<file path="config.mk">
export PLATFORM = sky130hd
export DESIGN_NAME = spd_front
export DESIGN_NICKNAME = d
export VERILOG_FILES = /design/src/rtl/core/spd_pkg.sv /design/src/rtl/core/spd_front.sv
export SDC_FILE = /design/constraint.sdc
export NUM_CORES = 2
export LEC_CHECK = 0
export ABC_AREA = 1
export BUFFER_PORTS_ARGS = -buffer_cell sky130_fd_sc_hd__buf_4
export CAP_MARGIN = 20
export CORE_MARGIN = 2
export CORE_UTILIZATION = 50
export CTS_BUF_LIST = sky130_fd_sc_hd__clkbuf_16
export DETAILED_ROUTE_END_ITERATION = 12
export PLACE_DENSITY = 0.71
export SLEW_MARGIN = 5
export SYNTH_ARGS = -nofsm -noshare
export SYNTH_HDL_FRONTEND = slang
export SYNTH_SLANG_ARGS = --single-unit
</file>
<file path="constraint.sdc">
create_clock -name clock -period 8.5 [get_ports clock]
set_input_delay 0 -clock clock [delete_from_list [all_inputs] [get_ports clock]]
set_output_delay 0 -clock clock [all_outputs]
set_load 0.01 [all_outputs]
</file>
<file path="src/rtl/core/spd_pkg.sv">
// Shared types and constants for the sparse profile distance block.
`default_nettype none
package spd_pkg;

   localparam int ACC_W   = 48;
   localparam int CNT_W   = 16;
   localparam int SEQ_W   = 10;
   localparam int STEP_W  = 7;

   localparam logic [ACC_W-1:0] ACC_MAX = {ACC_W{1'b1}};
   localparam logic [ACC_W-1:0] Q_ONE   = 48'd65536;

   localparam logic [STEP_W-1:0] MUL_LAST  = 7'd47;
   localparam logic [STEP_W-1:0] SQRT_LAST = 7'd47;
   localparam logic [STEP_W-1:0] DIV_LAST  = 7'd63;

   localparam logic [1:0] MET_L1   = 2'd0;
   localparam logic [1:0] MET_L2   = 2'd1;
   localparam logic [1:0] MET_COS  = 2'd2;
   localparam logic [1:0] MET_JAC  = 2'd3;

   localparam logic [1:0] STAT_OK   = 2'd0;
   localparam logic [1:0] STAT_ZERO = 2'd1;
   localparam logic [1:0] STAT_SAT  = 2'd2;

   // One finished pair as handed from the accumulator to the evaluator.
   // L1: op_a abs sum. L2: op_a squared sum.
   // Cosine: op_a dot, op_b norm_first, op_c norm_second.
   // Jaccard: op_a min sum, op_b total_first, op_c total_second.
   typedef struct packed {
      logic [1:0]       metric;
      logic             sat;
      logic [SEQ_W-1:0] pair_first;
      logic [SEQ_W-1:0] pair_second;
      logic [ACC_W-1:0] op_a;
      logic [ACC_W-1:0] op_b;
      logic [ACC_W-1:0] op_c;
   } rec_type;

   typedef enum logic [2:0] {
      S_IDLE,
      S_JSUM,
      S_JSUB,
      S_MUL,
      S_SQRT,
      S_DIV,
      S_FIN
   } back_state_type;

endpackage
`default_nettype wire

</file>
<file path="src/rtl/core/spd_front.sv">
// Front end: takes key items, updates the eight saturating accumulators.
`default_nettype none
module spd_front (
   input  wire logic                    clock,
   input  wire logic                    reset,
   input  wire logic                    take,
   input  wire logic [9:0]              seq_first,
   input  wire logic [9:0]              seq_second,
   input  wire logic [15:0]             count_first,
   input  wire logic [15:0]             count_second,
   input  wire logic                    final_key,
   input  wire logic [1:0]              metric,
   output logic                         rec_push,
   output spd_pkg::rec_type             rec
);
   import spd_pkg::*;

   logic [ACC_W-1:0] acc_ff [8];
   logic [ACC_W-1:0] acc_in [8];
   logic [ACC_W-1:0] add_v  [8];
   logic [7:0]       sat_ff, sat_in;
   logic [CNT_W-1:0] diff, mn;
   logic [2*CNT_W-1:0] sq, dot, na, nb;
   logic [ACC_W:0]   sum;
   logic [7:0]       need;

   always_comb begin
      diff = (count_first > count_second) ? count_first - count_second
                                          : count_second - count_first;
      mn   = (count_first < count_second) ? count_first : count_second;
      sq   = diff * diff;
      dot  = count_first * count_second;
      na   = count_first * count_first;
      nb   = count_second * count_second;
      add_v[0] = {32'd0, diff};
      add_v[1] = {16'd0, sq};
      add_v[2] = {16'd0, dot};
      add_v[3] = {16'd0, na};
      add_v[4] = {16'd0, nb};
      add_v[5] = {32'd0, mn};
      add_v[6] = {32'd0, count_first};
      add_v[7] = {32'd0, count_second};
      sat_in = sat_ff;
      for (int i = 0; i < 8; i++) begin
         sum = {1'b0, acc_ff[i]} + {1'b0, add_v[i]};
         if (sum[ACC_W]) begin
            acc_in[i] = ACC_MAX;
            sat_in[i] = 1'b1;
         end else begin
            acc_in[i] = sum[ACC_W-1:0];
         end
      end
   end

   always_comb begin
      case (metric)
         MET_L1:  need = 8'h01;
         MET_L2:  need = 8'h02;
         MET_COS: need = 8'h1c;
         default: need = 8'he0;
      endcase
      rec.metric      = metric;
      rec.sat         = |(sat_in & need);
      rec.pair_first  = seq_first;
      rec.pair_second = seq_second;
      rec.op_b        = '0;
      rec.op_c        = '0;
      case (metric)
         MET_L1:  rec.op_a = acc_in[0];
         MET_L2:  rec.op_a = acc_in[1];
         MET_COS: begin
            rec.op_a = acc_in[2];
            rec.op_b = acc_in[3];
            rec.op_c = acc_in[4];
         end
         default: begin
            rec.op_a = acc_in[5];
            rec.op_b = acc_in[6];
            rec.op_c = acc_in[7];
         end
      endcase
      rec_push = take && final_key;
   end

   always_ff @(posedge clock) begin
      if (reset) begin
         sat_ff <= '0;
         for (int i = 0; i < 8; i++) acc_ff[i] <= '0;
      end else if (take) begin
         if (final_key) begin
            sat_ff <= '0;
            for (int i = 0; i < 8; i++) acc_ff[i] <= '0;
         end else begin
            sat_ff <= sat_in;
            for (int i = 0; i < 8; i++) acc_ff[i] <= acc_in[i];
         end
      end
   end

endmodule
`default_nettype wire

</file>
* Yosys cells after proc, flatten, opt, wreduce, memory -nomap -nowiden
Memory sizes are Yosys's and may differ from the RTL's. Cells that the tools add are included.
Storage, ports and cells: register bits after elaboration 8, latch bits 0, bits in writable memories 384, bits in read-only memories 0, memories kept 1
Cells by class: add/sub/neg operators 10, multiply operators 4, div/mod/pow operators 0, order comparisons 2, equal/unequal tests 2, shift-type cells 0, muxes and demuxes 48, bitwise logic cells 17, reduce and logical (&&, ||, !) cells 4
Memories:
- acc_ff | words 8, width 48, read ports 8, clocked after Yosys merged registers in 0, write ports 8, RTL line spd_front.sv:18 | logic [ACC_W-1:0] acc_ff [8];
Operators by type and width (number):
- two-way mux 48 bit | 24
- adder 48 x 16 -> 49 bit | 4
- adder 48 x 32 -> 49 bit | 4
- one-hot mux 96 bit (2 select lines) | 1
- one-hot mux 48 bit (3 select lines) | 1
- multiplier 16 x 16 -> 32 bit | 4
- two-way mux 16 bit | 2
- subtractor 16 bit | 2
- one-hot mux 8 bit (3 select lines) | 1
- two-way mux 1 bit | 18
- > comparator 16 bit | 1
- < comparator 16 bit | 1
- OR 1 bit | 16
- AND 8 bit | 1
- two-way mux 8 bit | 1
- OR reduction 8 bit | 1
- == test 2 x 1 -> 1 bit, second input constant | 1
- == test 2 bit, second input constant | 1
- zero test 2 bit | 1
- OR reduction 2 bit | 1
- logical AND 1 bit | 1

* Depth between registers and ports, before layout
word-level depth 7, depth in mapped cells 47, mapped depth without buffers 46

* Least setup slack after synthesis
Ideal clock, no wire load.
kind input-to-reg, from input port count_first[0], to memory acc_ff[1][15] (netlist: acc_ff[0][63]), data pin, arrival 6783 ps, data required time 8234 ps, setup slack 1451 ps, cell stages on the path 41, path buffers 3, cell sequence clkbuf_1 > inv_1 > ha_1 > fa_1 > o21ai_2 > nand2_1 > nand2_2 > nand2_2 > nand2_4 > nand2_4 > buf_6 > nand2_1 > nand2_4 > inv_2 > nand2_1 > fa_1 > inv_1 > fa_1 > [5 not listed] > inv_1 > fa_1 > inv_1 > ha_1 > nand2_1 > inv_1 > nand2_1 > nand2_1 > nand2_1 > nand2_1 > nand2_1 > nand2_1 > nand2_1 > nand3_2 > buf_4 > or2_2 > inv_1 > nor2_1
RTL lines:
- start: declaration | RTL line spd_front.sv:9 | input wire logic [15:0] count_first,
- end: declaration | RTL line spd_front.sv:18

==> results.txt <==
Number of antenna violations at the first check in global routing: 19. The longest clock path from root to sink contains 3 buffers. Horizontal die dimension: 378.1 um. The flow ran to the end, and the final reports show no timing, DRC or antenna violations. Terminus of the critical flop-to-flop path: acc_ff[0][182]$_SDFFCE_PN0P_. The worst clock skew is 0.05831 ns, and the required time at the worst-slack endpoint is 8.50 ns.

In the final routed layout, each cell accounts on average for 22.92 um. Setup repair after global routing left no endpoint under its margin. The transition time at the pin with the least slew margin is 1.234 ns, and the fill cell total of the finished layout is 13.81k.

The worst register-to-register path begins at acc_ff[0][159]$_SDFFCE_PN0P_. During I/O placement, the number of pins put on the boundary was 226. TritonCTS built the clock tree.

The final non-filler cell total was 12.22k; the delay of the slowest cell on the worst path was 0.55 ns. The number of vias per cell is 5.446, and the worst slew margin relative to its limit is 0.1689. The slowest library cell on the worst path is sky130_fd_sc_hd__fa_1.

Synthesis produced a netlist with a net count of 11.59k. In this run the cell area of the synthesized design comes to 0.06998 sq mm. Of all nets on the critical path, the largest fanout is 16. The DRC marker count from the first detailed-route iteration is 6671.

The startpoint type of the worst setup path was a primary input. The number of hold violations in the final report was 0; the growth of design area from synthesis to finish was 7.958%. The run gives 0 as the number of max-capacitance violations reported. The critical path is of the in -> out type. The Yosys step of the flow raised 0 warnings. The logs give 0.5028 for the initial core utilization and 56 for the number of buffers created by CTS. A synthesized cell averages 6.876 sq um. For the post-synthesis instance total, the log shows 10.18k. The share of the cycle needed by the critical path after routing was 0.9693.

For the number of rows created at floorplan, the log shows 137. Wire segments on met3 add up to 25110 um in the final route. Summed over all nets, the half-perimeter wirelength after detailed placement is 231200 um. In this run the number of H-tree levels came out at 2.

In this run the remaining antenna-violating nets after routing total 0. Counting cells, the worst reg-to-reg path comes to 21. For the routed wire length, the log shows 280000 um. The final count of negative-setup-slack endpoints is 0. Entering global routing, the biggest net connects 98 pins. The area enclosed by the die boundary was 0.1430 sq mm; the overall track demand over capacity in global routing was 0.3905. The global placement routability congestion came out at 1.070. For this run the aggregate overflow at the end of global routing stands at 0. The logs give 66.53k for the via count and 392 for the TritonCTS sink count. For the clock latency on the worst-skew pair, the log shows 0.73 ns. The detailed router used layers up to and including met5.

In this run the worst hold path is classified as in -> out. Startpoint of the worst setup timing path: count_first[13]. The tools report the number of slew-limit violations in the final report as 0. At the worst endpoint, the arrival time is 8.24 ns. The fraction of final layout cells sized beyond drive strength 1 is 0.05481.

The worst setup path is captured at an output pin. For this run, design rule violations remaining after detail routing come to 0. The tools report the cell at the root of the clock tree as sky130_fd_sc_hd__clkbuf_16. In the final routing, the length of wire on met1 measures 114200 um. Derived from the worst setup path, the maximum achievable clock frequency is 0.1214 GHz.

The first detailed-routing pass took 8 iterations. After detailed routing, the met2 layer carries 124000 um of wire. The logs give 65.51k for the number of global-route vias before repair and 0.1392 sq mm for the placeable core region.

The floorplan step set the die height to 378.1 um. Setup slack on the worst reg-to-reg path comes out at 3.06 ns. After synthesis the netlist holds a flip-flop and latch count of 392. The number of nets in the finished design was 11.69k. After detailed placement, the design holds a cell count of 12.09k.

The number of distinct library cell variants in the gate-level netlist after synthesis is 56, and the global-route wire length before repair is 413100 um. The count of buffers from port buffering works out to 185. The final period demand of the worst path came out at 8.239 ns. In this run the worst setup path terminates at rec[134].

Share of the yosys chip area belonging to registers: 0.1602. The run gives 0.5428 as the final core utilization.
-- worst min-delay path by stage --
| stage | from | endpoint | slack, ns | depth (start not counted) |
|---|---|---|---|---|
| 3_3_place_gp | seq_second[0] | rec[144] | 0.00007 | 0 |
| 4_1_cts | seq_second[0] | rec[144] | 0.00007 | 0 |
| 6_report | seq_first[2] | rec[156] | 0.000004 | 0 |
| 2_1_floorplan | seq_second[0] | rec[144] | 0.09 | 1 |
| 5_1_grt | seq_first[6] | rec[160] | 0.00002 | 0 |
| 3_5_place_dp | seq_second[0] | rec[144] | 0.00007 | 0 |
-- cells in the mapped netlist (all sizes together) --
cell | instances | area [sq um]
a21boi | 2 | 15.02
inv | 2588 | 9719
o21bai | 21 | 161.4
buf | 115 | 716.9
nor2 | 779 | 3032
nor3 | 101 | 536.8
nor4 | 16 | 106.4
edfxtp | 336 | 10090
nand2 | 3020 | 11440
a22o | 12 | 105.1
a21oi | 254 | 1286
a21o | 21 | 157.7
o211ai | 7 | 52.55
or2 | 43 | 269.0
clkbuf | 158 | 593.1
a211oi | 2 | 15.01
and3 | 3 | 18.77
dfxtp | 56 | 1121
a31oi | 26 | 162.7
o22ai | 1 | 6.260
o21ai | 309 | 1569
xor2 | 116 | 1016
clkinv | 1 | 3.750
xnor2 | 57 | 499.2
a22oi | 1 | 7.510
and2 | 8 | 50.05
nor3b | 5 | 37.54
ha | 539 | 6744
fa | 813 | 16280
nand3b | 22 | 168.9
nand4 | 149 | 944.7
nand3 | 584 | 2963
o21a | 13 | 97.59
-- cells in the final DEF, fill, tap and decap left out, drive strengths merged, types with 26 or more instances in the layout --
cell type and instances:
a21oi 254, a31oi 26, buf 310, clkbuf 58
clkinv 32, dfxtp 56, edfxtp 336, fa 813
ha 539, inv 2590, nand2 3020, nand3 584
nand4 149, nor2 779, nor3 101, o21ai 309
or2 43, xnor2 57, xor2 116
-- sequential cells by signal (all words and copies together), names as in the netlist --
signal	flops
acc_ff	384
sat_ff	8
-- cell families (layout without fill, tap and decap cells) --
| group | after synthesis | count (layout) | synth area share |
|---|---|---|---|
| AND/OR/NAND/NOR | 4730 | 4730 | 0.2796 |
| buffers and inverters | 2862 | 3011 | 0.1577 |
| adder cells (fa/ha/maj) | 1352 | 1352 | 0.3289 |
| AO/OA/AOI/OAI | 669 | 669 | 0.05195 |
| flip-flops | 392 | 392 | 0.1602 |
| XOR/XNOR | 173 | 173 | 0.02165 |
| other | 0 | 13 | 0 |
-- critical path, delay by kind of cell --
kind	cells	cell delay, ns
adder cells (fa/ha/maj)	8	3.80
AND/OR/NAND/NOR	15	2.46
buffers and inverters	9	1.38
AO/OA/AOI/OAI	3	0.56
-- per-layer routing --
metal	GRT usage	vias to the layer above
met5	0	-
met4	0.1952	16
met3	0.07339	587
met2	0.6111	3076
met1	0.5171	32080
li1	-	30780
-- timing repair --
action | CTS | global route
hold endpoints to repair | 21 | 0
gates resized for setup | 1 | 7
pin swaps | 0 | 2
endpoints found under the setup margin | 2 | 6
setup buffers | 0 | 3
hold buffers | 5 | 0
-- through the flow --
step / hold slack (ns) / setup TNS (ns) / worst slack (ns) / area, sq um
finish: 0.000004448 / 0 / 0.2610 / 75550
global route: 0.00001862 / 0 / 0.006545 / 75540
CTS: 0.00006862 / 0 / 0.1171 / 75450
detailed placement: 0.00006862 / -0.1465 / -0.08235 / 73390
global placement: 0.00006862 / -0.1993 / -0.1229 / 73390
floorplan: 0.09177 / 0 / 1.451 / 69980
-- area by class of cell --
class | count | area [sq um] | share of cell area
Multi-Input combinational cell | 6924 | 47800 | 0.6326
Sequential cell | 392 | 11210 | 0.1484
Inverter | 2589 | 9742 | 0.1289
Timing Repair Buffer | 316 | 2422 | 0.03206
Tap cell | 1876 | 2347 | 0.03107
Clock buffer | 57 | 1426 | 0.01888
Clock inverter | 49 | 576.8 | 0.007634
Antenna cell | 13 | 32.53 | 0.0004306
Power is not shown: default switching activity piles up to over one toggle a cycle in this logic, so the estimate is an artifact.
