===== config.mk =====
export PLATFORM = sky130hd
export DESIGN_NAME = spd_queue
export DESIGN_NICKNAME = d
export VERILOG_FILES = /design/src/rtl/core/spd_pkg.sv /design/src/rtl/core/spd_queue.sv
export SDC_FILE = /design/constraint.sdc
export NUM_CORES = 1
export LEC_CHECK = 0
export BUFFER_PORTS_ARGS = -buffer_cell sky130_fd_sc_hd__buf_4
export CAP_MARGIN = 30
export CORE_MARGIN = 2
export CORE_UTILIZATION = 55
export CTS_CLUSTER_DIAMETER = 100
export DETAILED_ROUTE_END_ITERATION = 8
export GPL_TIMING_DRIVEN = 0
export PLACE_DENSITY = 0.82
export SLEW_MARGIN = 20
export SYNTH_ARGS = -nofsm -noshare
export SYNTH_HDL_FRONTEND = slang
export SYNTH_SLANG_ARGS = --single-unit

===== constraint.sdc =====
create_clock -name clock -period 11.8 [get_ports clock]
set_clock_uncertainty 0.15 [all_clocks]
set_input_delay 0.59 -clock clock [delete_from_list [all_inputs] [get_ports clock]]
set_output_delay 0.59 -clock clock [all_outputs]
set_load 0.05 [all_outputs]

===== src/rtl/core/spd_pkg.sv =====
// Shared types and constants for the sparse profile distance block.
`default_nettype none
package spd_pkg;

   localparam int ACC_W   = 48;
   localparam int CNT_W   = 16;
   localparam int SEQ_W   = 10;
   localparam int STEP_W  = 7;

   localparam logic [ACC_W-1:0] ACC_MAX = {ACC_W{1'b1}};
   localparam logic [ACC_W-1:0] Q_ONE   = 48'd65536;

   localparam logic [STEP_W-1:0] MUL_LAST  = 7'd47;
   localparam logic [STEP_W-1:0] SQRT_LAST = 7'd47;
   localparam logic [STEP_W-1:0] DIV_LAST  = 7'd63;

   localparam logic [1:0] MET_L1   = 2'd0;
   localparam logic [1:0] MET_L2   = 2'd1;
   localparam logic [1:0] MET_COS  = 2'd2;
   localparam logic [1:0] MET_JAC  = 2'd3;

   localparam logic [1:0] STAT_OK   = 2'd0;
   localparam logic [1:0] STAT_ZERO = 2'd1;
   localparam logic [1:0] STAT_SAT  = 2'd2;

   // One finished pair as handed from the accumulator to the evaluator.
   // L1: op_a abs sum. L2: op_a squared sum.
   // Cosine: op_a dot, op_b norm_first, op_c norm_second.
   // Jaccard: op_a min sum, op_b total_first, op_c total_second.
   typedef struct packed {
      logic [1:0]       metric;
      logic             sat;
      logic [SEQ_W-1:0] pair_first;
      logic [SEQ_W-1:0] pair_second;
      logic [ACC_W-1:0] op_a;
      logic [ACC_W-1:0] op_b;
      logic [ACC_W-1:0] op_c;
   } rec_type;

   typedef enum logic [2:0] {
      S_IDLE,
      S_JSUM,
      S_JSUB,
      S_MUL,
      S_SQRT,
      S_DIV,
      S_FIN
   } back_state_type;

endpackage
`default_nettype wire


===== src/rtl/core/spd_queue.sv =====
// Two-entry queue of finished pairs between the front and the back end.
`default_nettype none
module spd_queue (
   input  wire logic              clock,
   input  wire logic              reset,
   input  wire logic              push,
   input  wire spd_pkg::rec_type  wr,
   input  wire logic              pop,
   output spd_pkg::rec_type       rd,
   output logic                   empty,
   output logic                   full
);
   import spd_pkg::*;

   rec_type    slot_ff [2];
   logic [1:0] cnt_ff;

   assign rd    = slot_ff[0];
   assign empty = (cnt_ff == 2'd0);
   assign full  = (cnt_ff == 2'd2);

   always_ff @(posedge clock) begin
      if (reset) begin
         cnt_ff <= 2'd0;
      end else begin
         cnt_ff <= cnt_ff + {1'b0, push} - {1'b0, pop};
      end
   end

   always_ff @(posedge clock) begin
      if (pop) begin
         slot_ff[0] <= slot_ff[1];
         if (push && cnt_ff == 2'd1) slot_ff[0] <= wr;
         if (push && cnt_ff == 2'd2) slot_ff[1] <= wr;
      end else if (push) begin
         if (cnt_ff == 2'd0) slot_ff[0] <= wr;
         else slot_ff[1] <= wr;
      end
   end

endmodule
`default_nettype wire


=== Word level (Yosys, flattened, before mapping) ===
Memory sizes are Yosys's and may differ from the RTL's.
Cells that the tools add are included.

* Eq/ne operators: 2
* Bitwise operators: 3
* Mux-type cells: 19
* $add $sub $neg: 2
* Reduce and logical (&&, ||, !) cells: 3

{| class="wikitable"
|+ Operators by type and width
! operator !! number
|-
| 2-to-1 mux 167 bit || 3
|-
| 2-to-1 mux 1 bit || 16
|-
| bitwise OR 1 bit || 3
|-
| adder 2 x 1 -> 2 bit || 1
|-
| == test 2 x 1 -> 1 bit, second input constant || 1
|-
| == test 2 bit, second input constant || 1
|-
| logical AND 1 bit || 2
|-
| zero test 2 bit || 1
|-
| subtractor 2 x 1 -> 2 bit || 1
|}

* RAM bits: 334
* Output and inout port bits: 169
* Memories: 1
* Flip-flop bits (word level): 2
* Logic and storage cells: 31

{| class="wikitable"
|+ Memory list
! name !! depth !! width !! rd ports !! clocked after memory_dff !! write ports !! line !! source
|-
| slot_ff || 2 || 167 || 2 || 0 || 2 || spd_queue.sv:15 || <nowiki>rec_type slot_ff [2];</nowiki>
|}

=== Depth between registers and ports, before layout ===
Gate-level depths: netlist of run 1.

* Word-level depth: 7
* Gate-level depth with buffers: 6
* Depth with buffers taken out: 6

=== Worst setup path before layout of run 1 ===
Ideal clock, no wire load.

* Kind: reg2reg
* From: reg cnt_ff[1]
* To: mem slot_ff[0][167] (netlist name), enable pin
* Setup slack: 6,110 ps
* Path buffers: 0
* Cell stages (with the launch flop): 3
* Required time: 11,109 ps
* Arrival time: 4,999 ps
* Period minus slack after synthesis: 5,690 ps
* Setup time: 541 ps
* Cells stage by stage: dfxtp_1 -> nor2b_1 -> o21a_1

{| class="wikitable"
|+ RTL lines
! what !! line !! source
|-
| start: declaration || spd_queue.sv:16 || <nowiki>logic [1:0] cnt_ff;</nowiki>
|-
| start signal: assignment || spd_queue.sv:26 || <nowiki>cnt_ff <= cnt_ff + {1'b0, push} - {1'b0, pop};</nowiki>
|-
| end: declaration || spd_queue.sv:15 ||
|}

==> impl_metrics.json, run 1 <==
{
  "core_area_um2": 25000,
  "via_count": 6949,
  "fin_crit_ns": 2.18,
  "worstHoldStart": "reset",
  "period_share_pct": 18.5,
  "clock-sinks": 336,
  "place_hpwl_um": 18900,
  "ys_seq_elements": 336,
  "n_antenna_cell": 0,
  "grt-ovfl-total": 0,
  "gp_congestion": 0.769,
  "final_cell_mix": "buf_4 (509), edfxtp_1 (334), mux2_4 (100)",
  "die-area_um2": 26700,
  "vdd_drop_max_uv": 146,
  "antenna_found_initial": 0,
  "cts_buffer_depth": 3,
  "numCtsBuffers": 36,
  "powerDensity_nw_per_um2": 196,
  "outcome": "complete, no violations",
  "worst_slew_pin_slew_ns": 0.362,
  "cts.clk_slew.worst_paths_ns": 0.06,
  "avgSynthCellArea_um2": 19.8,
  "synthCells": 705,
  "grt_pass1_vias": 7295,
  "cp.arrival_ns": 2.20,
  "finalSetupViolCount": 0,
  "grt_pass1_wl_um": 39700,
  "io_buffer_count": 339,
  "ant_nets": 0,
  "syn-num-nets": 878,
  "clockRootBuffer": "clkbuf_16",
  "cellLeakagePower_nw": 7.69,
  "crit_start": "cnt_ff[1]",
  "drt-total-wl_um": 26900,
  "final_common_cell": "buf_4",
  "ys_seq_area_share_pct": 72.0,
  "worstReg2RegStart": "cnt_ff[1]",
  "ys_warn_count": 0,
  "dr.pass1.iters": 5,
  "cp-start-kind": "register",
  "hold_slack_ns": 0.107,
  "grt_max_degree": 52,
  "finalNonFillerCells": 1446,
  "slew_headroom_pct": 75.8,
  "cts_resized": 0,
  "grt.total_usage_pct": 19.5,
  "holdCritPathClass": "in -> reg",
  "drv_cap": 0,
  "routedWlPerCell_um": 18.6,
  "rows": 58,
  "drtIter0Drc": 387,
  "rsz0062_at_grt": "no",
  "clock_latency_ns": 0.50,
  "slew_viol_final": 0,
  "dieWidth_um": 163,
  "crit_required_ns": 11.82,
  "netlist_area_um2": 14000,
  "final.setup.tns_ns": 0,
  "start_util_pct": 55.9,
  "drive_gt1_share_pct": 67.7,
  "dpl.cell_count": 1380,
  "ys_types": 17,
  "post_cts_buffers": 0,
  "vias_per_cell": 4.81,
  "hold_buffers": 0,
  "area_delta_synth_final_pct": 31.2,
  "nNetsFinal": 1261,
  "tritoncts": "yes",
  "drc_errors": 0,
  "worstPathMaxFanout": 51,
  "chipHeight_um": 163,
  "hold_violations": 0,
  "fmax_mhz": 459,
  "crit_type": "reg -> reg",
  "cts-htree-levels": 2,
  "num_io_pins": 340,
  "cp-end-kind": "register"
}
-- cells in the mapped netlist (all sizes together) --
cell type	n	area, um2
inv	3	11.3
o21a	1	7.51
o21ai	1	16.3
nor2b	3	21.3
dfxtp	2	40.0
nor2	3	11.3
edfxtp	334	10000
buf	185	1540
nand2	2	7.51
xor2	1	8.76
ha	2	25.0
xnor2	1	8.76
mux2	167	2260
-- where the power goes --
group,internal (W),switching (W)
clock network,0.000710,0.000442
registers,0.00151,0.0000404
logic,0.000372,0.000521
total,0.00259,0.00100
-- per-layer routing --
metal | track usage (%) | routed length, um | up-vias
met2 | 34.4 | 13800 | 264
met5 | 0 | 0 | -
li1 | - | - | 3257
met4 | 5.90 | 703 | 0
met1 | 22.1 | 9940 | 3380
met3 | 7.06 | 2390 | 48
-- final timing paths --
check	endpoint	cells after the start	slack, ns
hold / removal	cnt_ff[1]	2	0.11
setup / recovery	slot_ff[0][274]	4	9.62
setup reg to reg	slot_ff[0][274]	4	9.62
hold reg to reg	slot_ff[0][111]	1	0.39
-- final cells by class --
cell class	instances	area (um2)
Clock inverter	21	267
Clock buffer	45	956
Buffer	185	1540
Timing Repair Buffer	345	2710
Inverter	3	11.3
Fill cell	1522	6690
Sequential cell	336	10100
Multi-Input combinational cell	181	2380
Tap cell	330	413
-- sequential cells by signal, indices dropped and copies added (netlist names) --
register	flops
cnt_ff	2
slot_ff	334
-- worst max-delay path, cell delays in order (launching register included) --
cell     delay, ns
dfxtp_1       0.40
nor2b_1       0.24
o21a_4        0.39
buf_16        0.32
buf_16        0.29
-- cell families (layout without fill, tap and decap cells) --
group | count (synthesis) | in the layout | share of synthesized area, %
DFF | 336 | 336 | 72.0
xor gates and xnor gates | 2 | 2 | 0.125
buffers and inverters | 188 | 599 | 11.1
muxes | 167 | 167 | 16.1
AOI/OAI and AO/OA | 2 | 2 | 0.170
adders and majority gates | 2 | 2 | 0.179
and+or+nand+nor | 8 | 8 | 0.286
-- per-stage QoR --
stage	total power [W]	util, %	setup WS [ns]	cell area [um2]
global route	0.00371	73.3	9.48	18300
global placement	0.00247	67.7	4.64	16900
CTS	0.00363	73.3	9.62	18300
floorplan	0.00222	-	6.11	14000
finish	0.00359	73.3	9.62	18300
detailed placement	0.00247	68.4	9.39	17100
Power figures use the tool's default switching activity.
==> inputs of run 2 (changes only) <==
--- a/config.mk
+++ b/config.mk
@@ -8,11 +8,11 @@
 export BUFFER_PORTS_ARGS = -buffer_cell sky130_fd_sc_hd__buf_4
 export CAP_MARGIN = 30
 export CORE_MARGIN = 2
-export CORE_UTILIZATION = 55
+export CORE_UTILIZATION = 54
 export CTS_CLUSTER_DIAMETER = 100
 export DETAILED_ROUTE_END_ITERATION = 8
 export GPL_TIMING_DRIVEN = 0
-export PLACE_DENSITY = 0.82
+export PLACE_DENSITY = 0.81
 export SLEW_MARGIN = 20
 export SYNTH_ARGS = -nofsm -noshare
 export SYNTH_HDL_FRONTEND = slang
==> constraint.sdc (replaced) <==
create_clock -name clock -period 2.26 [get_ports clock]
set_clock_uncertainty 0.15 [all_clocks]
set_input_delay 0.113 -clock clock [delete_from_list [all_inputs] [get_ports clock]]
set_output_delay 0.113 -clock clock [all_outputs]
set_load 0.05 [all_outputs]
==> run 2 against run 1 <==
Against the previous run: global-route usage rose by 3.5 points; largest cell class unchanged; first-iteration DRC count rose by 29%; power rose to 5.2 times the previous value; critical path type unchanged; cell area rose by 8.3%; largest power group unchanged; worst setup slack got worse by 9.6 ns.
==> impl_metrics.json, run 2 (synthesis gave the netlist of run 1 again) <==
{
  "total_power_w": 0.0185,
  "vdd_drop_max_uv": 1110,
  "grt_pass1_wl_um": 46900,
  "r2r_setup_slack_ns": 0.06,
  "worstPathMaxFanout": 151,
  "cp-start-kind": "register",
  "routedWlPerCell_um": 19.8,
  "via_count": 7842,
  "period_share_pct": 97.2,
  "worstRegToRegCells": 4,
  "hold_violations": 0,
  "worstReg2RegStart": "cnt_ff[0]",
  "largest_registers": "slot_ff (334), cnt_ff (2)",
  "place_hpwl_um": 18400,
  "die-area_um2": 27200,
  "drc_errors": 0,
  "powerDensity_nw_per_um2": 932,
  "fin_crit_ns": 2.20,
  "clock_latency_ns": 0.50,
  "vias_per_cell": 4.86,
  "finalNonFillerCells": 1613,
  "ant_nets": 0,
  "fillers": 1260,
  "numCtsBuffers": 36,
  "drv_cap": 0,
  "crit_required_ns": 2.22,
  "final_common_cell": "buf_4",
  "cellLeakagePower_nw": 8.31,
  "start_util_pct": 55.2,
  "grt-ovfl-total": 0,
  "cts_resized": 0,
  "drt-total-wl_um": 32000,
  "area_delta_synth_final_pct": 42.0,
  "cts.clk_slew.worst_paths_ns": 0.06,
  "slew_headroom_pct": 33.3,
  "dieWidth_um": 165,
  "final_cell_mix": "buf_4 (511), edfxtp_1 (334), dlygate4sd3_1 (170)",
  "grt_pass1_vias": 8415,
  "fmax_mhz": 455,
  "grt_max_degree": 83,
  "chipHeight_um": 165,
  "finalSetupViolCount": 0,
  "gp_congestion": 0.762,
  "dpl.cell_count": 1379,
  "num_io_pins": 340,
  "worst_slew_pin_slew_ns": 1.00,
  "holdPathStages": 3,
  "crit_start": "cnt_ff[0]",
  "cts-htree-levels": 2,
  "nNetsFinal": 1432,
  "worstHoldStart": "pop",
  "top_register": "slot_ff",
  "rows": 58,
  "largest_reg_flops": 334,
  "clock-sinks": 336,
  "min_to": "slot_ff[0][33]",
  "antenna_found_initial": 1,
  "core_area_um2": 25300,
  "drive_gt1_share_pct": 58.3,
  "cp.arrival_ns": 2.16,
  "rsz0062_at_grt": "no",
  "grt.total_usage_pct": 22.9,
  "io_buffer_count": 339,
  "outcome": "complete, no violations",
  "slew_viol_final": 0,
  "drtIter0Drc": 499,
  "dr.pass1.iters": 5,
  "cts_buffer_depth": 3,
  "clockRootBuffer": "clkbuf_16",
  "tritoncts": "yes",
  "crit_type": "reg -> reg",
  "cp-end-kind": "register",
  "worst_r2r_endpoint": "slot_ff[0][101]",
  "holdCritPathClass": "in -> reg"
}
[run 2: cell type report]
class                      count  area [um2]  area share, %
clock inverter                14        90.1          0.454
inverter                       3        11.3         0.0567
sequential                   336       10100           50.7
multi-input combinational    182        2400           12.1
antenna                        1        2.50         0.0126
clock buffer                  47         963           4.85
timing repair buffer         515        4360           22.0
buffer                       185        1540           7.76
tap                          330         413           2.08
[run 2: worst max-delay path, stage by stage, from the launching register on]
cell,delay [ns]
dfxtp_1,0.36
nor2_2,0.16
nand2_1,0.15
nand2_8,0.19
buf_16,0.46
[run 2: routing by layer]
layer / up-vias / track usage [%] / part of all wire [%]
li1: 3594 / - / -
met2: 327 / 42.3 / 53
met4: 0 / 7.59 / 3.1
met5: - / 0 / 0
met1: 3852 / 26.2 / 36
met3: 69 / 5.58 / 7.4
[run 2: timing repair]
item | in CTS | in global routing
cloned | 1 | 0
setup buffers | 0 | 2
hold buffers | 170 | 0
pin swaps | 1 | 1
setup endpoints to repair | 44 | 114
endpoints found under the hold margin | 336 | 0
[run 2: worst max-delay path by stage]
stage	to	slack, ns	cells past startpoint
global route	slot_ff[0][71]	0.03	4
detailed placement	slot_ff[0][326]	-0.04	5
finish	slot_ff[0][101]	0.06	4
floorplan	slot_ff[0][167]	-0.32	2
global placement	slot_ff[0][317]	-0.87	3
CTS	slot_ff[0][326]	0.03	5
[run 2: metrics by stage]
step / setup WS, ns / TNS, ns / hold slack [ns] / utilization [%] / cell area (um2)
CTS: 0.0302 / 0 / 0.0156 / 78.5 / 19900
global placement: -0.868 / -142.05 / 0.128 / 67.0 / 17000
detailed placement: -0.0416 / -1.69 / 0.137 / 67.5 / 17100
finish: 0.0626 / 0 / 0.0324 / 78.4 / 19900
global route: 0.0343 / 0 / 0.0406 / 78.4 / 19900
floorplan: -0.318 / -61.69 / 0.0280 / - / 14000
[run 2: power by group]
group / switching, W / total, W / internal (W)
Combinational: 0.00285 / 0.00498 / 0.00213
Sequential: 0.000240 / 0.00812 / 0.00788
Clock: 0.00230 / 0.00541 / 0.00311
Total: 0.00540 / 0.0185 / 0.0131
