<file path="config.mk">
export PLATFORM = sky130hd
export DESIGN_NAME = spd_back
export DESIGN_NICKNAME = d
export VERILOG_FILES = /design/src/rtl/core/spd_pkg.sv /design/src/rtl/core/spd_back.sv
export SDC_FILE = /design/constraint.sdc
export NUM_CORES = 2
export LEC_CHECK = 0
export ABC_AREA = 1
export ABC_CLOCK_PERIOD_IN_PS = 8900
export BUFFER_PORTS_ARGS = -buffer_cell sky130_fd_sc_hd__buf_2
export CAP_MARGIN = 20
export CELL_PAD_IN_SITES_DETAIL_PLACEMENT = 1
export CELL_PAD_IN_SITES_GLOBAL_PLACEMENT = 2
export CORE_ASPECT_RATIO = 0.5
export CORE_UTILIZATION = 34
export DETAILED_ROUTE_END_ITERATION = 8
export GPL_ROUTABILITY_DRIVEN = 0
export PLACE_DENSITY = 0.86
export SETUP_SLACK_MARGIN = 0.2
export SLEW_MARGIN = 20
export SYNTH_ARGS = -nofsm -noshare
export SYNTH_HDL_FRONTEND = slang
export SYNTH_SLANG_ARGS = --single-unit
</file>
<file path="constraint.sdc">
create_clock -name clock -period 8.9 [get_ports clock]
set_input_delay 1.78 -clock clock [delete_from_list [all_inputs] [get_ports clock]]
set_output_delay 1.78 -clock clock [all_outputs]
set_load 0.005 [all_outputs]
</file>
<file path="src/rtl/core/spd_pkg.sv">
// Shared types and constants for the sparse profile distance block.
`default_nettype none
package spd_pkg;

   localparam int ACC_W   = 48;
   localparam int CNT_W   = 16;
   localparam int SEQ_W   = 10;
   localparam int STEP_W  = 7;

   localparam logic [ACC_W-1:0] ACC_MAX = {ACC_W{1'b1}};
   localparam logic [ACC_W-1:0] Q_ONE   = 48'd65536;

   localparam logic [STEP_W-1:0] MUL_LAST  = 7'd47;
   localparam logic [STEP_W-1:0] SQRT_LAST = 7'd47;
   localparam logic [STEP_W-1:0] DIV_LAST  = 7'd63;

   localparam logic [1:0] MET_L1   = 2'd0;
   localparam logic [1:0] MET_L2   = 2'd1;
   localparam logic [1:0] MET_COS  = 2'd2;
   localparam logic [1:0] MET_JAC  = 2'd3;

   localparam logic [1:0] STAT_OK   = 2'd0;
   localparam logic [1:0] STAT_ZERO = 2'd1;
   localparam logic [1:0] STAT_SAT  = 2'd2;

   // One finished pair as handed from the accumulator to the evaluator.
   // L1: op_a abs sum. L2: op_a squared sum.
   // Cosine: op_a dot, op_b norm_first, op_c norm_second.
   // Jaccard: op_a min sum, op_b total_first, op_c total_second.
   typedef struct packed {
      logic [1:0]       metric;
      logic             sat;
      logic [SEQ_W-1:0] pair_first;
      logic [SEQ_W-1:0] pair_second;
      logic [ACC_W-1:0] op_a;
      logic [ACC_W-1:0] op_b;
      logic [ACC_W-1:0] op_c;
   } rec_type;

   typedef enum logic [2:0] {
      S_IDLE,
      S_JSUM,
      S_JSUB,
      S_MUL,
      S_SQRT,
      S_DIV,
      S_FIN
   } back_state_type;

endpackage
`default_nettype wire

</file>
<file path="src/rtl/core/spd_back.sv">
// Back end: serial multiply, square root and divide, plus the result register.
`default_nettype none
module spd_back (
   input  wire logic              clock,
   input  wire logic              reset,
   input  wire spd_pkg::rec_type  rec,
   input  wire logic              rec_empty,
   output logic                   rec_pop,
   output logic                   rsp_empty,
   input  wire logic              rsp_pop,
   output logic [9:0]             rsp_pair_first,
   output logic [9:0]             rsp_pair_second,
   output logic [47:0]            rsp_distance,
   output logic [1:0]             rsp_status
);
   import spd_pkg::*;

   back_state_type st_ff, st_in;
   logic [STEP_W-1:0] cnt_ff, cnt_in;
   logic [1:0]   met_ff, met_in;
   logic [SEQ_W-1:0] pf_ff, pf_in, ps_ff, ps_in;
   logic [95:0]  mc_ff, mc_in, prod_ff, prod_in;
   logic [47:0]  mp_ff, mp_in, keep_ff, keep_in, root_ff, root_in;
   logic [51:0]  rem_ff, rem_in;
   logic [48:0]  den_ff, den_in;
   logic [63:0]  num_ff, num_in, quo_ff, quo_in;
   logic [47:0]  dist_ff, dist_in;
   logic [1:0]   stat_ff, stat_in;
   logic         out_v_ff;
   logic         out_free;
   logic [51:0]  trial, rs;
   logic [50:0]  rd;
   logic [63:0]  qc;

   assign out_free = !out_v_ff || rsp_pop;
   assign rsp_empty = !out_v_ff;

   // Next state.
   always_comb begin
      st_in = st_ff;
      case (st_ff)
         S_IDLE: begin
            if (!rec_empty) begin
               if (rec.sat || rec.metric == MET_L1) st_in = S_FIN;
               else if (rec.metric == MET_L2) st_in = S_SQRT;
               else if (rec.metric == MET_COS) begin
                  if (rec.op_b == '0 || rec.op_c == '0) st_in = S_FIN;
                  else st_in = S_MUL;
               end else st_in = S_JSUM;
            end
         end
         S_JSUM: st_in = S_JSUB;
         S_JSUB: st_in = ({1'b0, keep_ff} >= den_ff) ? S_FIN : S_DIV;
         S_MUL:  if (cnt_ff == MUL_LAST) st_in = S_SQRT;
         S_SQRT: begin
            if (cnt_ff == SQRT_LAST) st_in = (met_ff == MET_COS) ? S_DIV : S_FIN;
         end
         S_DIV:  if (cnt_ff == DIV_LAST) st_in = S_FIN;
         S_FIN:  if (out_free) st_in = S_IDLE;
         default: st_in = S_IDLE;
      endcase
   end

   // Datapath.
   always_comb begin
      cnt_in  = cnt_ff;
      met_in  = met_ff;
      pf_in   = pf_ff;
      ps_in   = ps_ff;
      mc_in   = mc_ff;
      mp_in   = mp_ff;
      prod_in = prod_ff;
      keep_in = keep_ff;
      root_in = root_ff;
      rem_in  = rem_ff;
      den_in  = den_ff;
      num_in  = num_ff;
      quo_in  = quo_ff;
      dist_in = dist_ff;
      stat_in = stat_ff;
      rec_pop = 1'b0;
      trial   = {2'b00, root_ff, 2'b01};
      rs      = {rem_ff[49:0], prod_ff[95:94]};
      rd      = {rem_ff[49:0], num_ff[63]};
      qc      = '0;
      case (st_ff)
         S_IDLE: begin
            if (!rec_empty) begin
               rec_pop = 1'b1;
               met_in  = rec.metric;
               pf_in   = rec.pair_first;
               ps_in   = rec.pair_second;
               keep_in = rec.op_a;
               cnt_in  = '0;
               rem_in  = '0;
               root_in = '0;
               quo_in  = '0;
               stat_in = STAT_OK;
               dist_in = '0;
               prod_in = {16'd0, rec.op_a, 32'd0};
               mc_in   = {48'd0, rec.op_b};
               mp_in   = rec.op_c;
               den_in  = {1'b0, rec.op_b} + {1'b0, rec.op_c};
               if (rec.sat) begin
                  stat_in = STAT_SAT;
                  dist_in = ACC_MAX;
               end else if (rec.metric == MET_L1) begin
                  if (rec.op_a[47:32] != '0) begin
                     stat_in = STAT_SAT;
                     dist_in = ACC_MAX;
                  end else begin
                     dist_in = {rec.op_a[31:0], 16'd0};
                  end
               end else if (rec.metric == MET_COS) begin
                  prod_in = '0;
                  if (rec.op_b == '0 || rec.op_c == '0) stat_in = STAT_ZERO;
               end
            end
         end
         S_JSUM: ;
         S_JSUB: begin
            if ({1'b0, keep_ff} >= den_ff) begin
               stat_in = STAT_ZERO;
            end else begin
               den_in = den_ff - {1'b0, keep_ff};
               num_in = {keep_ff, 16'd0};
               cnt_in = '0;
            end
         end
         S_MUL: begin
            if (mp_ff[0]) prod_in = prod_ff + mc_ff;
            mc_in  = {mc_ff[94:0], 1'b0};
            mp_in  = {1'b0, mp_ff[47:1]};
            cnt_in = (cnt_ff == MUL_LAST) ? '0 : cnt_ff + 1'b1;
         end
         S_SQRT: begin
            prod_in = {prod_ff[93:0], 2'b00};
            if (rs >= trial) begin
               rem_in  = rs - trial;
               root_in = {root_ff[46:0], 1'b1};
            end else begin
               rem_in  = rs;
               root_in = {root_ff[46:0], 1'b0};
            end
            cnt_in = (cnt_ff == SQRT_LAST) ? '0 : cnt_ff + 1'b1;
            if (cnt_ff == SQRT_LAST) begin
               dist_in = root_in;
               den_in  = {1'b0, root_in};
               num_in  = {keep_ff, 16'd0};
               rem_in  = '0;
            end
         end
         S_DIV: begin
            num_in = {num_ff[62:0], 1'b0};
            if (rd >= {2'b00, den_ff}) begin
               rem_in = {1'b0, rd - {2'b00, den_ff}};
               quo_in = {quo_ff[62:0], 1'b1};
            end else begin
               rem_in = {1'b0, rd};
               quo_in = {quo_ff[62:0], 1'b0};
            end
            cnt_in = cnt_ff + 1'b1;
            if (cnt_ff == DIV_LAST) begin
               qc = (quo_in > {16'd0, Q_ONE}) ? {16'd0, Q_ONE} : quo_in;
               dist_in = Q_ONE - qc[47:0];
            end
         end
         S_FIN: ;
         default: ;
      endcase
   end

   always_ff @(posedge clock) begin
      if (reset) begin
         st_ff    <= S_IDLE;
         out_v_ff <= 1'b0;
      end else begin
         st_ff <= st_in;
         if (st_ff == S_FIN && out_free) out_v_ff <= 1'b1;
         else if (rsp_pop) out_v_ff <= 1'b0;
      end
   end

   always_ff @(posedge clock) begin
      cnt_ff  <= cnt_in;
      met_ff  <= met_in;
      pf_ff   <= pf_in;
      ps_ff   <= ps_in;
      mc_ff   <= mc_in;
      mp_ff   <= mp_in;
      prod_ff <= prod_in;
      keep_ff <= keep_in;
      root_ff <= root_in;
      rem_ff  <= rem_in;
      den_ff  <= den_in;
      num_ff  <= num_in;
      quo_ff  <= quo_in;
      dist_ff <= dist_in;
      stat_ff <= stat_in;
      if (st_ff == S_FIN && out_free) begin
         rsp_pair_first  <= pf_ff;
         rsp_pair_second <= ps_ff;
         rsp_distance    <= dist_ff;
         rsp_status      <= stat_ff;
      end
   end

endmodule
`default_nettype wire

</file>
**Yosys cells after proc, flatten, opt, wreduce, memory -nomap -nowiden**

Index checks and enable logic that the tools add are counted.

- Register bits after elaboration: 715
- Bits in latches: 0
- Memory bits (writable): 0
- ROM bits: 0
- Output and inout bits: 72
- Memories kept: 0

- $add $sub $neg: 7
- $mul: 0
- Divide/modulo/power cells: 0
- Magnitude comparators: 4
- Equality and inequality tests: 19
- Shift operators: 0
- Multiplexer cells: 65
- Bitwise gates (word level): 1
- Reductions and logical operators: 33

Operator list:

| cell | number |
|---|---|
| $mux 48 | 9 |
| $mux 96 | 3 |
| $pmux 96 s3 | 1 |
| $mux 80 | 3 |
| $mux 50 | 4 |
| $mux 64 | 3 |
| $pmux 48 s2 | 2 |
| $pmux 64 s3 | 1 |
| $pmux 96 s2 | 1 |
| $pmux 50 s3 | 1 |
| $mux 49 | 3 |
| $pmux 49 s3 | 1 |
| $pmux 48 s3 | 1 |
| $pmux 63 s2 | 1 |
| $add 96x96->96 | 1 |
| $logic_not 48->1 | 2 |
| $gt 64x17->1 const B | 1 |
| $mux 63 | 1 |
| $ge 52x50->1 | 1 |
| $ge 51x49->1 | 1 |
| $sub 50x49->50 | 1 |
| $sub 50x50->50 | 1 |
| $add 48x48->49 | 1 |
| $ge 48x49->1 | 1 |
| 32 further kinds | 84 |

**Logic depth before layout (Yosys ltp)**

- Depth in word-level cells: 8
- Depth in mapped cells: 22
- Depth with buffers taken out: 21

**Worst setup path before layout**

OpenSTA, ideal clock, no wires.

- Path kind: input -> register
- From: input port rec_empty
- To: register mc_ff[0] (enable)
- Library setup time: 0.509 ns
- Arrival time: 8.234 ns
- Data required time: 8.391 ns
- Setup slack: 0.157 ns
- Stages on the path: 3
- Path buffers: 0
- Cell sequence: nor2_1 > inv_1 > nand2_1

- Word-level cells in the longest chain between the ends: 2

RTL lines:

| element | line | source |
|---|---|---|
| start, declared | spd_back.sv:7 | `input wire logic rec_empty,` |
| $ne 2x2->1 (no line) | -- |  |
| $reduce_and 2->1 (no line) | -- |  |
| end signal, assigned | spd_back.sv:189 | `mc_ff <= mc_in;` |
| end, declared | spd_back.sv:22 | `logic [95:0] mc_ff, mc_in, prod_ff, prod_in;` |

Every way passes these cells.
A chain may end at the register's enable or synchronous reset.

**Worst setup path in the final report**

- From: register st_ff[2]
- To: output port rec_pop

- Word-level cells in the longest chain between the ends: 2

RTL lines:

| element | line | source |
|---|---|---|
| start, declared | spd_back.sv:18 | `back_state_type st_ff, st_in;` |
| start signal, assigned | spd_back.sv:178 | `st_ff <= st_in;` |
| $logic_not 3->1 | spd_back.sv:86 | `case (st_ff)` |
| $mux 1 | spd_back.sv:86 |  |
| end, declared | spd_back.sv:8 | `output logic rec_pop,` |

Every way passes these cells.

==> impl_metrics.yaml <==
power:
  power_density_nw_per_um2: 433
  ir_drop_uv: 192
  leakagePower_nw: 23.3
cts:
  clock_sinks: 699
  cts_tree: "done"
  cts_root_buffer: "clkbuf_16"
  clockBufferDepth: 3
  cts_resized: 0
  postCtsHoldBufs: 0
  clk_latency_ns: 0.68
  post-cts-setup-buffer-count: 0
  htree_levels: 3
  clk_pin_slew_ns: 0.07
  cts_made_buffers: 73
timing:
  grt_setup_unrepaired: "no"
  totalNegativeSetupSlack_ns: 0
  hold_viol_final: 0
  fin_crit_ns: 4.83
  finalSetupViolCount: 0
  fin_crit_sh: 0.542
  tightestPinTransition_ns: 1.09
  maxSlewHeadroom: 0.272
  setup_slack_ns: 4.07
  finalMaxSlewViolations: 0
  fmax_mhz: 207
  fin_skew_ns: 0.0274
setup_path:
  critical_path_class: "flip-flop to primary output"
  path_max_fanout: 49
  startpoint_type: "flip-flop"
  cp_data_arrival_time_ns: 3.05
  r2r_slack_ns: 4.41
  end_kind: "primary output"
  crit_required_ns: 7.12
cells_and_area:
  final_common_cell: "nand2_1"
  drive_above_1_share: 0.0750
  fillers: 17600
  final_cell_mix: "nand2_1, inv_1, nor2_1"
  final_nets: 6931
  syn_to_final_growth_pct: 11.8
global_route:
  grt_pass1_wl_mm: 290
  grt_max_degree: 98
  grt_pass1_vias: 46100
  grt_busiest_layer: "met2"
  gr-usage-met3: 0.0375
  track_usage: 0.262
  grt_util_met2: 0.418
  grt_antenna_before_repair: 26
  overflow: 0
  use_met1: 0.362
logic_synthesis:
  synth_area_um2: 49000
  synth_ff_type: "edfxtp_1"
  ys_types: 76
  synthCells: 6243
  synth.avg_cell_area_um2: 7.85
  synth-seq-cells: 699
  yosys_warnings: 0
  yosysTopAreaCell: "edfxtp_1"
  syn_nets: 6710
  synth_top_cell_area_share: 0.426
  async_flop_share: 0
  yosys-top-cells-area: "edfxtp_1, nand2_1, ha_1"
  synth_edf_count: 695
  synth_seq_area_share: 0.428
floorplanning:
  ios: 243
  die_area_um2: 146000
  start_util: 0.343
  fp.dieH_um: 270
  row_count: 98
  fp.dieW_um: 539
  coreArea_um2: 143000
placed_design:
  numPortBuffers: 242
  post-place-ws_ns: 3.87
  dp_hpwl_mm: 157
hold_path:
  hp-class: "flip-flop to flip-flop"
outcome:
  status: "complete, no violations"
drt:
  avgViaCountPerCell: 5.43
  routedWlPerCell_um: 23.2
  ant_nets: 0
  firstDrtPassIters: 5
  drtIter0Drc: 3945
  drc: 0
  dr_total_vias: 45900
  wirelength_mm: 196
run:
  cap_violations: 0
[synthesized netlist by cell type, drive strengths merged, types with 2 or more instances]
| library cell | n |
|---|---|
| fa | 4 |
| clkinv | 3 |
| o21bai | 44 |
| a41oi | 2 |
| o21a | 26 |
| inv | 949 |
| o211a | 3 |
| nand3b | 11 |
| o41ai | 4 |
| edfxtp | 695 |
| a31oi | 49 |
| a21boi | 24 |
| a32oi | 27 |
| or2 | 24 |
| a211oi | 8 |
| clkbuf | 99 |
| nor2 | 740 |
| o211ai | 66 |
| nand3 | 292 |
| o221ai | 10 |
| dfxtp | 4 |
| buf | 32 |
| xor2 | 72 |
| a21oi | 609 |
| nor4 | 53 |
| xnor2 | 55 |
| nand2 | 1261 |
| a21o | 47 |
| o2111ai | 6 |
| or4 | 2 |
| o22ai | 6 |
| and3 | 10 |
| nand4 | 46 |
| nor3 | 62 |
| a221oi | 3 |
| ha | 292 |
| o31ai | 7 |
| o21ai | 585 |
[routing by layer]
metal / vias to the layer above / share of wire
met2: 1333 / 0.45
met4: 0 / 0.036
met3: 319 / 0.063
met1: 22500 / 0.45
li1: 21700 / -
met5: - / 0
[stage by stage]
stage	hold slack (ns)	area (µm²)	instances	utilization	power, mW
global placement	0.400	52400	8289	0.366	20.1
floorplan	0.400	49000	6243	-	15.4
detailed placement	0.406	52400	8289	0.366	20.3
finish	0.409	54800	8442	0.383	23.7
global route	0.425	54800	8435	0.383	25.3
CTS	0.422	54700	8417	0.383	23.5
[cells by family (layout without fill, tap and decap cells)]
kind of cell,count (synthesis),count (layout),share of synthesized area
flops,699,699,0.428
simple gates,2505,2505,0.212
fa+ha+maj,296,296,0.0762
xor+xnor,127,127,0.0227
compound gates,1533,1533,0.177
other cells,0,25,0
buf+inv,1083,1357,0.0843
[layout make-up]
cell class | count | area (µm²) | share of cell area
multi-input combinational | 4461 | 24000 | 0.438
timing repair buffer | 277 | 1470 | 0.0269
tap | 1900 | 2380 | 0.0434
sequential | 699 | 21000 | 0.382
clock inverter | 44 | 412 | 0.00751
antenna | 25 | 62.6 | 0.00114
inverter | 952 | 3580 | 0.0654
clock buffer | 84 | 1910 | 0.0349
[report_power, final]
group	switching (mW)	internal [mW]	leakage (nW)
clock network	1.42	1.70	1.12
registers	0.947	5.63	6.77
logic	10.0	3.99	15.4
total	12.4	11.3	23.3
[final timing paths]
kind	from	end	cells after the start
worst max-delay path	st_ff[2]	rec_pop	7
worst min-delay path	pf_ff[5]	rsp_pair_first[5]	0
worst max register to register	prod_ff[94]	rem_ff[33]	17
worst min register to register	pf_ff[5]	rsp_pair_first[5]	0
[critical path, cell delays in order, from the launching register on]
cell and delay [ns]:
dfxtp_1 0.43, nor2_1 0.26, inv_1 0.12, nor2_1 0.25, inv_1 0.24, nor2_4 0.15, buf_4 0.64, buf_2 0.25
[registers in the layout (all words and copies together), names as in the netlist]
register         count
cnt_ff               7
den_ff              49
dist_ff             48
keep_ff             48
mc_ff               96
met_ff               2
mp_ff               48
num_ff              48
out_v_ff             1
pf_ff               10
prod_ff             96
ps_ff               10
quo_ff              63
rem_ff              50
root_ff             48
rsp_distance        48
rsp_pair_first      10
rsp_pair_second     10
rsp_status           2
st_ff                3
stat_ff              2
Note: power is estimated with default switching activity, not from simulation.
